===== src/hw/rtl/ami_pkg.sv =====
// Shared types, constants and index helpers for the affine matrix inverse block.
`default_nettype none

package ami_pkg;

  localparam int unsigned FRAC_BITS_DEF = 16;
  localparam int unsigned ELEM_W        = 32;
  localparam int unsigned CF_W          = 64;
  localparam int unsigned DET_W         = 97;
  localparam int unsigned MUL_W         = 33;
  localparam int unsigned PROD_W        = 66;

  typedef struct packed {
    logic signed [ELEM_W-1:0] elem_x;
    logic signed [ELEM_W-1:0] elem_y;
    logic signed [ELEM_W-1:0] elem_z;
  } ami_req_t;

  typedef struct packed {
    logic signed [ELEM_W-1:0] res_x;
    logic signed [ELEM_W-1:0] res_y;
    logic signed [ELEM_W-1:0] res_z;
    logic                     last_row;
    logic                     singular;
  } ami_rsp_t;

  typedef enum logic [3:0] {
    OP_NONE,
    OP_STORE,
    OP_CF_MUL,
    OP_DET_MUL,
    OP_DIV_INIT,
    OP_DIV_STEP,
    OP_DIV_DONE,
    OP_TR_MUL,
    OP_TR_DONE,
    OP_EMIT
  } ami_op_t;

  typedef struct packed {
    ami_op_t    op;
    logic [3:0] idx;
    logic [1:0] part;
  } ami_cmd_t;

  typedef struct packed {
    logic out_free;
  } ami_stat_t;

  // Next index modulo three.
  function automatic logic [1:0] inc3(input logic [1:0] v);
    logic [1:0] r;
    case (v)
      2'd0:    r = 2'd1;
      2'd1:    r = 2'd2;
      default: r = 2'd0;
    endcase
    return r;
  endfunction

  // Row of a flat 3x3 index.
  function automatic logic [1:0] row_of(input logic [3:0] idx);
    logic [1:0] r;
    case (idx) inside
      4'd0, 4'd1, 4'd2: r = 2'd0;
      4'd3, 4'd4, 4'd5: r = 2'd1;
      default:          r = 2'd2;
    endcase
    return r;
  endfunction

  // Column of a flat 3x3 index.
  function automatic logic [1:0] col_of(input logic [3:0] idx);
    logic [1:0] r;
    case (idx) inside
      4'd0, 4'd3, 4'd6: r = 2'd0;
      4'd1, 4'd4, 4'd7: r = 2'd1;
      default:          r = 2'd2;
    endcase
    return r;
  endfunction

  // Flat index of row r, column c.
  function automatic logic [3:0] idx_of(input logic [1:0] r, input logic [1:0] c);
    return {2'b00, r} + {1'b0, r, 1'b0} + {2'b00, c};
  endfunction

endpackage

`default_nettype wire


===== src/hw/rtl/ami_ctrl.sv =====
// Sequencer that steps the datapath through storing, cofactors, determinant, divisions, translation and output rows.
`default_nettype none

module ami_ctrl (
  input  wire                  clk,
  input  wire                  rst,
  input  wire                  req_valid,
  output logic                 req_ready,
  output ami_pkg::ami_cmd_t    cmd,
  input  ami_pkg::ami_stat_t   stat
);
  import ami_pkg::*;

  typedef enum logic [3:0] {
    S_IDLE, S_CF, S_DET, S_DETF, S_DIVI, S_DIVS, S_DIVF, S_GAP, S_EMIT, S_TR, S_TRF
  } state_t;

  localparam logic [5:0] CF_LAST  = 6'd17;
  localparam logic [5:0] DET_LAST = 6'd5;
  localparam logic [5:0] DIV_LAST = 6'd32;

  state_t     state;
  logic [5:0] cnt;
  logic [1:0] row_count;
  logic [1:0] irow;
  logic [1:0] icol;
  logic       last_flag;

  assign req_ready = (state == S_IDLE);

  always_ff @(posedge clk) begin
    if (rst) begin
      state     <= S_IDLE;
      cnt       <= '0;
      row_count <= '0;
      irow      <= '0;
      icol      <= '0;
      last_flag <= 1'b0;
    end else begin
      unique case (state)
        S_IDLE: begin
          if (req_valid) begin
            row_count <= row_count + 2'd1;
            if (row_count == 2'd3) begin
              state <= S_CF;
              cnt   <= '0;
            end
          end
        end
        S_CF: begin
          if (cnt == CF_LAST) begin
            state <= S_DET;
            cnt   <= '0;
          end else begin
            cnt <= cnt + 6'd1;
          end
        end
        S_DET: begin
          if (cnt == DET_LAST) begin
            state <= S_DETF;
          end else begin
            cnt <= cnt + 6'd1;
          end
        end
        S_DETF: begin
          state     <= S_DIVI;
          irow      <= '0;
          icol      <= '0;
          last_flag <= 1'b0;
        end
        S_DIVI: begin
          state <= S_DIVS;
          cnt   <= '0;
        end
        S_DIVS: begin
          if (cnt == DIV_LAST) begin
            state <= S_DIVF;
          end else begin
            cnt <= cnt + 6'd1;
          end
        end
        S_DIVF: begin
          if (icol == 2'd2) begin
            state <= S_GAP;
            icol  <= '0;
          end else begin
            icol  <= icol + 2'd1;
            state <= S_DIVI;
          end
        end
        S_GAP: begin
          state <= S_EMIT;
        end
        S_EMIT: begin
          if (stat.out_free) begin
            if (last_flag) begin
              state <= S_IDLE;
            end else if (irow == 2'd2) begin
              state <= S_TR;
              irow  <= '0;
              icol  <= '0;
              cnt   <= '0;
            end else begin
              irow  <= irow + 2'd1;
              state <= S_DIVI;
            end
          end
        end
        S_TR: begin
          if (cnt == 6'd2) begin
            state <= S_TRF;
          end else begin
            cnt <= cnt + 6'd1;
          end
        end
        S_TRF: begin
          if (icol == 2'd2) begin
            state     <= S_GAP;
            last_flag <= 1'b1;
          end else begin
            icol  <= icol + 2'd1;
            cnt   <= '0;
            state <= S_TR;
          end
        end
        default: state <= S_IDLE;
      endcase
    end
  end

  always_comb begin
    cmd.op   = OP_NONE;
    cmd.idx  = '0;
    cmd.part = '0;
    unique case (state)
      S_IDLE: begin
        if (req_valid) begin
          cmd.op  = OP_STORE;
          cmd.idx = {2'b00, row_count};
        end
      end
      S_CF: begin
        cmd.op   = OP_CF_MUL;
        cmd.idx  = cnt[4:1];
        cmd.part = {1'b0, cnt[0]};
      end
      S_DET: begin
        cmd.op   = OP_DET_MUL;
        cmd.idx  = {2'b00, cnt[2:1]};
        cmd.part = {1'b0, cnt[0]};
      end
      S_DIVI: begin
        cmd.op  = OP_DIV_INIT;
        cmd.idx = idx_of(irow, icol);
      end
      S_DIVS: begin
        cmd.op   = OP_DIV_STEP;
        cmd.part = {1'b0, (cnt == 6'd0)};
      end
      S_DIVF: begin
        cmd.op  = OP_DIV_DONE;
        cmd.idx = idx_of(irow, icol);
      end
      S_EMIT: begin
        if (stat.out_free) begin
          cmd.op   = OP_EMIT;
          cmd.part = {1'b0, last_flag};
        end
      end
      S_TR: begin
        cmd.op   = OP_TR_MUL;
        cmd.idx  = {2'b00, icol};
        cmd.part = cnt[1:0];
      end
      S_TRF: begin
        cmd.op  = OP_TR_DONE;
        cmd.idx = {2'b00, icol};
      end
      default: ;
    endcase
  end

`ifndef NO_ASSERTIONS
  a_busy_rows: assert property (@(posedge clk) disable iff (rst)
    (state != S_IDLE) |-> (row_count == 2'd0))
    else $error("row count not cleared while a matrix is in progress");
  a_cf_start: assert property (@(posedge clk) disable iff (rst)
    (state == S_CF && cnt == 6'd0) |-> ($past(state) == S_IDLE && $past(row_count) == 2'd3))
    else $error("cofactor pass started without a fourth row");
  a_div_len: assert property (@(posedge clk) disable iff (rst)
    (state == S_DIVF) |-> ($past(state) == S_DIVS && $past(cnt) == DIV_LAST))
    else $error("division finished after the wrong number of steps");
`endif

endmodule

`default_nettype wire


===== config.mk =====
export PLATFORM = sky130hd
export DESIGN_NAME = ami_ctrl
export DESIGN_NICKNAME = d
export VERILOG_FILES = /design/src/hw/rtl/ami_pkg.sv /design/src/hw/rtl/ami_ctrl.sv
export SDC_FILE = /design/constraint.sdc
export NUM_CORES = 1
export LEC_CHECK = 0
export BUFFER_PORTS_ARGS = -buffer_cell sky130_fd_sc_hd__buf_2
export CORE_ASPECT_RATIO = 0.9
export CORE_MARGIN = 2
export CORE_UTILIZATION = 50
export DETAILED_ROUTE_END_ITERATION = 16
export PLACE_DENSITY_LB_ADDON = 0.15
export SYNTH_ARGS = -nofsm -noshare
export SYNTH_HDL_FRONTEND = slang
export SYNTH_SLANG_ARGS = --single-unit

===== constraint.sdc =====
create_clock -name clk -period 1.88 [get_ports clk]
set_clock_uncertainty 0.15 [all_clocks]
set_input_delay 0.094 -clock clk [delete_from_list [all_inputs] [get_ports clk]]
set_output_delay 0.094 -clock clk [all_outputs]
set_load 0.01 [all_outputs]

==> flow_summary.toml <==
[cts]
clock_sinks = 17
cts_tree = "built"
cts_made_buffers = 3
cts_buffer_depth = 2
worstSkewPairLatency_ns = 0.27
cts-root-buf = "clkbuf_8"
clkSlewWorstSetupHoldPaths_ns = 0.08
cts.htree.levels = 1

[grt]
grt_pass1_wl_um = 8540
first_global_vias = 1915
grt.overflow.total = 0
grtUsageTotal_pct = 29.1
antenna_found_initial = 0
grt_max_degree = 26

[final_layout]
final_net_count = 305
fill_cells = 213
syn2layout_area_growth_pct = 42.6
layout_commonest_cell = "buf_4"
final_util_pct = 76.2
multi_input_area_um2 = 1340
final_cell_mix = "buf_4, nor2_1, nand2_1"
diodes = 0
seqCellArea_um2 = 360
drive_gt1_share_pct = 43.9
fin_area_um2 = 2390

[floorplanning]
die_x_um = 65.0
die_area_um2 = 3830
row_count = 19
core_um2 = 3140
die_h_um = 58.9
initial_core_util_pct = 53.4
ios = 15

[yosys]
synth_cell_types = 54
synth-seq-cells = 17
synth_area_um2 = 1680
yosysSeqAreaShare_pct = 20.3
avgSynthCellArea_um2 = 7.48
syn-num-nets = 243
synth_flop_cell = "dfxtp_1"
async_flop_share_pct = 0
yosysWarnings = 0
postSynthCellCount = 224
synth_edf_count = 0

[sta]
max_freq_mhz = 413
hold_slack_ns = 0.0773
hold_viol = 0
setup_ws_ns = -0.543
min_period_over_period_pct = 129
worst_pin_slew_ns = 0.488
period_needed_ns = 2.42
finalSetupViolCount = 12
max-slew-margin-rel_pct = 67.0
fin_tns_setup_ns = -2.04
slew_viol_final = 0
grt_setup_unrepaired = "true"

[routing]
drtAntennaViolNets = 0
drt-initial-drc-count = 251
num_vias = 1989
drc = 0
first_pass_iters = 6
viasPerCell = 6.08
wirelength_um = 5850
wl_per_cell_um = 17.9

[job]
drv_cap = 0

[setup_path]
endpoint_kind = "output pin"
start_kind = "register"
crit_top_cell = "inv_2"
cpPeakStageDelay_ns = 0.54
crit_required_ns = 1.64
critPathMaxFanout = 2
worstSetupPathType = "reg -> out"
crit_chain = "inv_2 -> fa_1 -> inv_2 -> ha_4 -> inv_2 -> fa_1 -> nor2_1 -> a21oi_1 -> nor2_1 -> buf_2"
cp.arrival_ns = 2.18
critPathSlowestCell = "fa_1"

[place]
port_buffers = 14
place_ws_ns = -0.305
hpwl_um = 3670
routabilityCongestion = 0.853
postPlaceCellArea_um2 = 2110

[run_status]
outcome = "complete, but fails checks"
violations = "negative setup slack"

[power]
vdd_drop_max_mv = 0.690
power_density_nw_per_um2 = 715
p_leak_uw = 0.000975

[min_path]
hold_path_class = "in -> reg"
## worst max-delay path, delay by kind of cell (launching register included)
kind	cells	cell delay [ns]
fa+ha+maj	3	1.09
flops	1	0.34
buf+inv	4	0.27
simple gates	2	0.18
compound gates	1	0.05
## kinds of logic (layout without fill, tap and decap cells)
logic type	count (synthesis)	in the layout	synth area share [%]
simple gates	98	98	33.3
xor+xnor	3	3	1.57
flops	17	17	20.3
compound gates	59	59	23.7
fa+ha+maj	15	15	12.1
buf+inv	30	91	7.84
mux	2	2	1.27
## where the power goes
group / switching, uW / internal, uW / leakage (uW)
clock: 157 / 150 / 0.0000217
combinational: 495 / 483 / 0.000810
sequential: 33.1 / 392 / 0.000143
total: 685 / 1020 / 0.000975
## registers in the layout (all words and copies together), names as in the netlist
| name | flops |
|---|---|
| state | 4 |
| icol | 2 |
| row_count | 2 |
| last_flag | 1 |
| cnt | 6 |
| irow | 2 |
## path summary, 6_finish.rpt
check / start / end / slack (ns) / cells after the start
worst min-delay path: rst / irow[0] / 0.08 / 2
worst max register to register: irow[0] / cnt[1] / -0.13 / 8
worst max-delay path: icol[1] / cmd[4] / -0.54 / 10
worst min register to register: state[1] / state[1] / 0.34 / 2
## final cells by class
class	count	share of cell area (%)
Clock buffer	3	1.73
Clock inverter	1	0.314
Inverter	13	2.25
Multi-Input combinational cell	177	56.0
Sequential cell	17	15.1
Tap cell	42	2.20
Timing Repair Buffer	74	22.4
## metrics by stage
step / instances / total power, uW
final: 327 / 1710
after global routing: 327 / 1800
after CTS: 325 / 1610
after detailed placement: 314 / 1240
after global placement: 314 / 1220
after floorplan: 224 / 878
## metal layers
layer / track usage, % / routed length, um / part of all wire, % / up-vias
met3: 5.74 / 394 / 6.7 / 25
met2: 52.9 / 2890 / 49 / 87
li1: - / - / - / 927
met4: 11.0 / 275 / 4.7 / 0
met5: 0 / 0 / 0 / -
met1: 34.1 / 2290 / 39 / 950
## repair_timing
action                     in CTS  in global routing
pin swaps                      11                  8
setup buffers                   7                  3
hold buffers                    0                  0
setup endpoints to repair      18                 16
resized for setup              27                 19
## Yosys cell counts, types with 3 or more instances
cell type / number / area share, %
nor2_1: 23 / 5.1
nand2_1: 19 / 4.3
a21oi_1: 18 / 5.4
dfxtp_1: 17 / 20
ha_1: 13 / 9.7
inv_1: 13 / 2.9
nand2b_1: 10 / 3.7
buf_2: 9 / 2.7
nand3_1: 7 / 2.1
o21ai_0: 7 / 2.1
clkbuf_1: 6 / 1.3
nand4bb_1: 6 / 4.0
nor3_1: 6 / 1.8
nor2b_1: 5 / 1.9
o22ai_1: 5 / 1.9
a31oi_1: 4 / 1.5
nand3b_1: 4 / 1.8
o211ai_1: 4 / 1.8
o31ai_1: 3 / 1.3
Power figures use the tool's default switching activity.
